### src/design/assert_macros.svh
// assertion macros for the call-stack table design
// no dependencies; included by the modules that check their own logic
`ifndef ASSERT_MACROS_SVH
`define ASSERT_MACROS_SVH
`ifndef SYNTHESIS
`define CDT_ASSERT(lbl, clk, rstn, prop, msg) \
  lbl: assert property (@(posedge clk) disable iff (!rstn) (prop)) else $error(msg);
`define CDT_ASSERT_IMP(lbl, clk, rstn, ante, cons, msg) \
  lbl: assert property (@(posedge clk) disable iff (!rstn) (ante) |-> (cons)) else $error(msg);
`else
`define CDT_ASSERT(lbl, clk, rstn, prop, msg)
`define CDT_ASSERT_IMP(lbl, clk, rstn, ante, cons, msg)
`endif
`endif

### src/design/cdt_pkg.sv
// shared sizes, codes and types of the call-stack dedup table
// no dependencies
`timescale 1ns / 1ps
`default_nettype none
package cdt_pkg;

  localparam int TABLE_DEPTH = 1024;
  localparam int MAX_FRAMES  = 32;
  localparam int NUM_SAMPLES = 8;

  // fixed field widths of the channels
  localparam int SAMPLE_W = 3;
  localparam int SEL_W    = 10;
  localparam int WORD_W   = 32;
  localparam int COUNT_W  = 6;
  localparam int LIMIT_W  = 11;

  localparam int TABLE_LIMIT_RESET = 1024;

  // derived internal widths
  localparam int IDX_W      = $clog2(TABLE_DEPTH);
  localparam int FILL_W     = $clog2(TABLE_DEPTH + 1);
  localparam int CNT_W      = $clog2(MAX_FRAMES + 1);
  localparam int FRM_W      = (MAX_FRAMES > 1) ? $clog2(MAX_FRAMES) : 1;
  localparam int KEY_DEPTH  = TABLE_DEPTH * MAX_FRAMES;
  localparam int KEY_AW     = $clog2(KEY_DEPTH);
  localparam int SAMP_DEPTH = TABLE_DEPTH * NUM_SAMPLES;
  localparam int SAMP_AW    = (SAMP_DEPTH > 1) ? $clog2(SAMP_DEPTH) : 1;

  localparam int FIFO_DEPTH = 4;
  localparam int FIFO_AW    = $clog2(FIFO_DEPTH);

  typedef enum logic [1:0] {
    OP_FRAME = 2'd0,
    OP_END   = 2'd1,
    OP_OVF   = 2'd2,
    OP_READ  = 2'd3
  } op_e;

  typedef enum logic [1:0] {
    ST_OK    = 2'd0,
    ST_OVF   = 2'd1,
    ST_FULL  = 2'd2,
    ST_EMPTY = 2'd3
  } status_e;

  typedef struct packed {
    op_e                 op;
    logic [SAMPLE_W-1:0] sample;
    logic [WORD_W-1:0]   size;
    logic [WORD_W-1:0]   addr;
    logic [CNT_W-1:0]    cnt;
    logic [SEL_W-1:0]    sel;
  } cmd_t;

  typedef struct packed {
    status_e            status;
    logic [SEL_W-1:0]   index;
    logic               fresh;
    logic [WORD_W-1:0]  size;
    logic [COUNT_W-1:0] count;
    logic [WORD_W-1:0]  first;
  } res_t;

  typedef struct packed {
    logic clearing;
  } back_sts_t;

endpackage
`default_nettype wire

### src/design/cdt_fifo.sv
// short command queue between the front and the back of the table
// depends on cdt_pkg
`timescale 1ns / 1ps
`default_nettype none
module cdt_fifo import cdt_pkg::*; (
  input  wire logic clk_i,
  input  wire logic rst_ni,
  input  wire logic push_i,
  input  wire cmd_t cmd_i,
  input  wire logic pop_i,
  output cmd_t      head_o,
  output logic      empty_o,
  output logic      full_o
);

  cmd_t               mem_q [FIFO_DEPTH];
  logic [FIFO_AW-1:0] wr_q, wr_d, rd_q, rd_d;
  logic [FIFO_AW:0]   cnt_q, cnt_d;

  assign empty_o = (cnt_q == '0);
  assign full_o  = (cnt_q == (FIFO_AW + 1)'(FIFO_DEPTH));
  assign head_o  = mem_q[rd_q];

  always_comb begin
    wr_d  = wr_q;
    rd_d  = rd_q;
    cnt_d = cnt_q;
    if (push_i) begin
      wr_d = (wr_q == FIFO_AW'(FIFO_DEPTH - 1)) ? '0 : wr_q + 1'b1;
    end
    if (pop_i) begin
      rd_d = (rd_q == FIFO_AW'(FIFO_DEPTH - 1)) ? '0 : rd_q + 1'b1;
    end
    if (push_i && !pop_i) begin
      cnt_d = cnt_q + 1'b1;
    end else if (!push_i && pop_i) begin
      cnt_d = cnt_q - 1'b1;
    end
  end

  always_ff @(posedge clk_i or negedge rst_ni) begin
    if (!rst_ni) begin
      wr_q  <= '0;
      rd_q  <= '0;
      cnt_q <= '0;
    end else begin
      wr_q  <= wr_d;
      rd_q  <= rd_d;
      cnt_q <= cnt_d;
    end
  end

  always_ff @(posedge clk_i) begin
    if (push_i) begin
      mem_q[wr_q] <= cmd_i;
    end
  end

endmodule
`default_nettype wire

### config.mk
export PLATFORM = sky130hd
export DESIGN_NAME = cdt_fifo
export DESIGN_NICKNAME = d
export VERILOG_FILES = /design/src/design/assert_macros.svh /design/src/design/cdt_pkg.sv /design/src/design/cdt_fifo.sv
export SDC_FILE = /design/constraint.sdc
export NUM_CORES = 1
export LEC_CHECK = 0
export ABC_AREA = 0
export BUFFER_PORTS_ARGS = -buffer_cell sky130_fd_sc_hd__buf_2
export CORE_UTILIZATION = 40
export CTS_CLUSTER_DIAMETER = 120
export CTS_CLUSTER_SIZE = 20
export DETAILED_ROUTE_END_ITERATION = 7
export SYNTH_ARGS = -nofsm -noshare
export SYNTH_HDL_FRONTEND = slang
export SYNTH_SLANG_ARGS = --single-unit
### constraint.sdc
create_clock -name clk_i -period 4 [get_ports clk_i]
set_input_delay 1.2 -clock clk_i [delete_from_list [all_inputs] [get_ports clk_i]]
set_output_delay 1.2 -clock clk_i [all_outputs]
set_load 0.02 [all_outputs]
# After elaboration in Yosys (flattened, before gate mapping)
# Memory sizes are Yosys's and may differ from the RTL's.
# Index checks and enable logic that the tools add are counted.
# totals
memories,1
ram_bits,340
reg_bits,7
# memory_table
name,words,width,rd,rd_ports_with_merged_regs,wr,line_no,rtl
mem_q,4,85,1,0,1,cdt_fifo.sv:16,cmd_t mem_q [FIFO_DEPTH];
# classes
mux,6
n_eq_ne,3
reduce_logical,6
n_addsub,4
# ops
cell,count
$mux W3,2
$add A2 B1 Y2 const B,2
$eq A2 B2 Y1 const B,2
$mux W2,2
$add A3 B1 Y3 const B,1
$eq A3 B3 Y1 const B,1
$logic_not A3 Y1,1
$sub A3 B1 Y3 const B,1
$logic_and A1 B1 Y1,2
$logic_not A1 Y1,2
$mux W1,2
$reduce_bool A2 Y1,1

# Longest topological paths before layout
# logic_depth
word_depth,4
depth_mapped,7
mapped_depth_nobuf,7

# Least setup slack after synthesis
# Ideal clock, no wire load.
# synth_path
path_type,input to register
from,input push_i
to,memory mem_q[2][0] (netlist name) (enable)
arrival_ns,3.175
n_path_buf,0
stages,1
setup_slack_ns,0.373
setup_ns,0.453
cell_sequence,and2_1
# synth_via
elab_chain_len,2
# synth_lines
element,line_no,rtl
"start, declared",cdt_fifo.sv:8,"input wire logic push_i,"
$mux W1,cdt_fifo.sv:54,if (push_i) begin
$mux W1 (not written as such),cdt_fifo.sv:55,mem_q[wr_q] <= cmd_i;
"end, declared",cdt_fifo.sv:16,
# Every way passes these cells.

==> flow_metrics.tcl <==
set metrics [dict create \
    antenna_found_initial 6 \
    ys_ff_latch 347 \
    first_global_vias 6267 \
    slew_headroom_pct 56.5 \
    gp_congestion 0.697 \
    htreeDepth 1 \
    cts_buffer_depth 3 \
    clk_latency_ns 0.52 \
    setup_viol 0 \
    hold_violations 0 \
    routed.top_layer "met5" \
    ctsHoldBuffers 0 \
    netlist_area_um2 12700 \
    tns_ns 0 \
    skew_ns 0.0203 \
    synth_xor_area_share_pct 0.207 \
    area_growth_pct 15.7 \
    end_kind "output port" \
    p_leak_nw 4.95 \
    cts_repair_resize_count 0 \
    wire_per_inst_um 21.7 \
    cts_root_buf "clkbuf_16" \
    synth_nets 578 \
    met1_length_mm 9.61 \
    avgViaCountPerCell 5.16 \
    yosys.area_share.simple_pct 0.443 \
    pre_cts_ws_ns 0.793 \
    worst_pin_slew_ns 0.652 \
    power.density_nw_per_um2 705 \
    path_class "flip-flop to output port" \
    crit_buf_inv 2 \
    core_area_um2 30900 \
    reg2reg_depth 4 \
    synth_compound_area_share_pct 0.0788 \
    drc 0 \
    yosysSeqAreaShare_pct 81.7 \
    initial_core_util_pct 41.1 \
    synth.avg_cell_area_um2 26.4 \
    die_area_um2 32500 \
    final_util_pct 47.6 \
    cpPeakStageDelay_ns 0.79 \
    critPathRequiredTime_ns 2.80 \
    cts_setup_buffers 0 \
    rows 64 \
    peakVddDrop_mv 0.418 \
    numClockSinks 347 \
    setup_ws_ns 0.327 \
    synth_fa_ha_area_share_pct 0.749 \
    placed_area_um2 14100 \
    netlist_instances 482 \
    ios 176 \
    crit_path_top_delay_cell "dfrtp_4" \
    vias 5595 \
    track_usage_pct 14.7 \
    rr_startpoint "wr_q[0]$_DFFE_PN0P_" \
    drtAntennaViolNets 0 \
    synthMuxAreaShare_pct 15.3 \
    cpLargestDelayFamily "flip-flops" \
    layout_min_cycle_time_ns 3.67 \
    synth_top_family_by_area "multiplexers" \
    cts_tree "yes" \
    final_area_um2 14700 \
    worstPathMaxFanout 25 \
    cap_violations 0 \
    hpwl_mm 14.5 \
    holdPathEnd "cnt_q[2]$_DFFE_PN0P_" \
    portBuffers 175 \
    drt-initial-drc-count 315 \
    overflow 0 \
    path_cells "buf_4 > mux4_2 > buf_2" \
    grt_pass1_wl_mm 36.4 \
    wl_met2_mm 12.2 \
    drive_above_1_share_pct 45.3 \
    stdcell_count 1085 \
    maxSlewViolCount 0 \
    arrival_ns 2.47 \
    synth_cell_types 21 \
    rsz0062_at_grt "no" \
    ff2ff_setup_slack_ns 1.96 \
    hold_slack_ns 0.484 \
    finalCritPeriodShare_pct 91.8 \
    yosysWarnings 0 \
    path_clk_slew_ns 0.09 \
    first_pass_iters 4 \
    die_y_um 180 \
    min_path_cells 1 \
    place_inst 1052 \
    worstHoldStart "cnt_q[2]$_DFFE_PN0P_" \
    start_kind "flip-flop" \
    postRouteWirelength_mm 23.5 \
    total_power_mw 10.4 \
    fmax_mhz 272 \
    die_w_um 180 \
    hold_path_class "flip-flop to flip-flop" \
    reg2reg_to "mem_q[2][59]$_DFFE_PP_" \
    met3_length_mm 1.14 \
    cts_buffers 21 \
    status "completed" \
    grt_max_degree 43 \
    nets 775 \
]
[sequential cells by signal, summed over array words and instances (netlist names)]
signal  cells
mem_q     340
cnt_q       3
rd_q        2
wr_q        2
[layer usage]
metal,GRT usage (%),up-vias
met5,0,-
met4,3.76,8
met3,3.35,33
met2,26.1,134
met1,18.2,2970
li1,-,2450
[layout by cell type (no fill, tap or decap), types with 3 or more instances in the layout]
| cell | Yosys | routed |
|---|---|---|
| dfrtp_1 | 7 | 5 |
| ha_1 | 6 | 6 |
| edfxtp_1 | 340 | 340 |
| clkbuf_16 | 0 | 21 |
| buf_2 | 8 | 175 |
| buf_4 | 4 | 15 |
| mux4_2 | 85 | 85 |
| clkbuf_1 | 3 | 8 |
| inv_1 | 4 | 4 |
| nor2_1 | 3 | 3 |
| and2_4 | 0 | 4 |
| buf_12 | 3 | 4 |
| mux2_2 | 3 | 3 |
[area by class of cell]
| cell class | count | area, um^2 |
|---|---|---|
| multi-input cells | 111 | 2150 |
| flip-flops and latches | 347 | 10400 |
| diodes | 2 | 5.00 |
| fillers | 2549 | 16200 |
| repair buffers | 194 | 1070 |
| well taps | 396 | 495 |
| inverters | 4 | 15.0 |
| clock buffers | 29 | 556 |
| clock inverters | 2 | 25.0 |
[worst max path at each step]
stage,start,to,slack [ns],cells past startpoint
floorplan,push_i,mem_q[2][0]$_DFFE_PP_,0.37,1
global placement,rd_q[0]$_DFFE_PN0P_,head_o[26],0.82,3
detailed placement,rd_q[0]$_DFFE_PN0P_,head_o[26],0.79,3
CTS,rd_q[0]$_DFFE_PN0P_,head_o[26],0.21,3
global route,rd_q[0]$_DFFE_PN0P_,head_o[26],0.12,3
finish,rd_q[0]$_DFFE_PN0P_,head_o[26],0.33,3
[kinds of logic after synthesis]
kind of cell,count (synthesis)
adders and majority gates,7
and+or+nand+nor,11
xor gates and xnor gates,3
DFF,347
AOI/OAI and AO/OA,2
buffers and inverters,24
muxes,88
[where the power goes]
group	internal (mW)	total [mW]	switching (mW)
clock network	0.979	2.08	1.10
logic	1.43	3.36	1.93
registers	4.65	4.93	0.271
[Yosys cell counts]
| cell | n | area (um^2) |
|---|---|---|
| clkbuf_1 | 3 | 11.3 |
| dfrtp_1 | 7 | 175 |
| mux2_2 | 3 | 33.8 |
| nor3b_1 | 1 | 7.51 |
| inv_1 | 4 | 15.0 |
| nor3_1 | 1 | 5.00 |
| ha_1 | 6 | 75.1 |
| xnor2_1 | 1 | 8.76 |
| nor2_1 | 3 | 11.3 |
| o21ai_0 | 2 | 10.0 |
| mux4_2 | 85 | 1910 |
| buf_2 | 8 | 40.0 |
| edfxtp_1 | 340 | 10200 |
| xor2_1 | 2 | 17.5 |
| buf_12 | 3 | 60.1 |
| nand2_1 | 2 | 7.51 |
| and2_1 | 4 | 25.0 |
| buf_8 | 1 | 15.0 |
| buf_6 | 1 | 11.3 |
| fa_1 | 1 | 20.0 |
| buf_4 | 4 | 30.0 |
No activity file was read; power rests on OpenSTA's default activity.
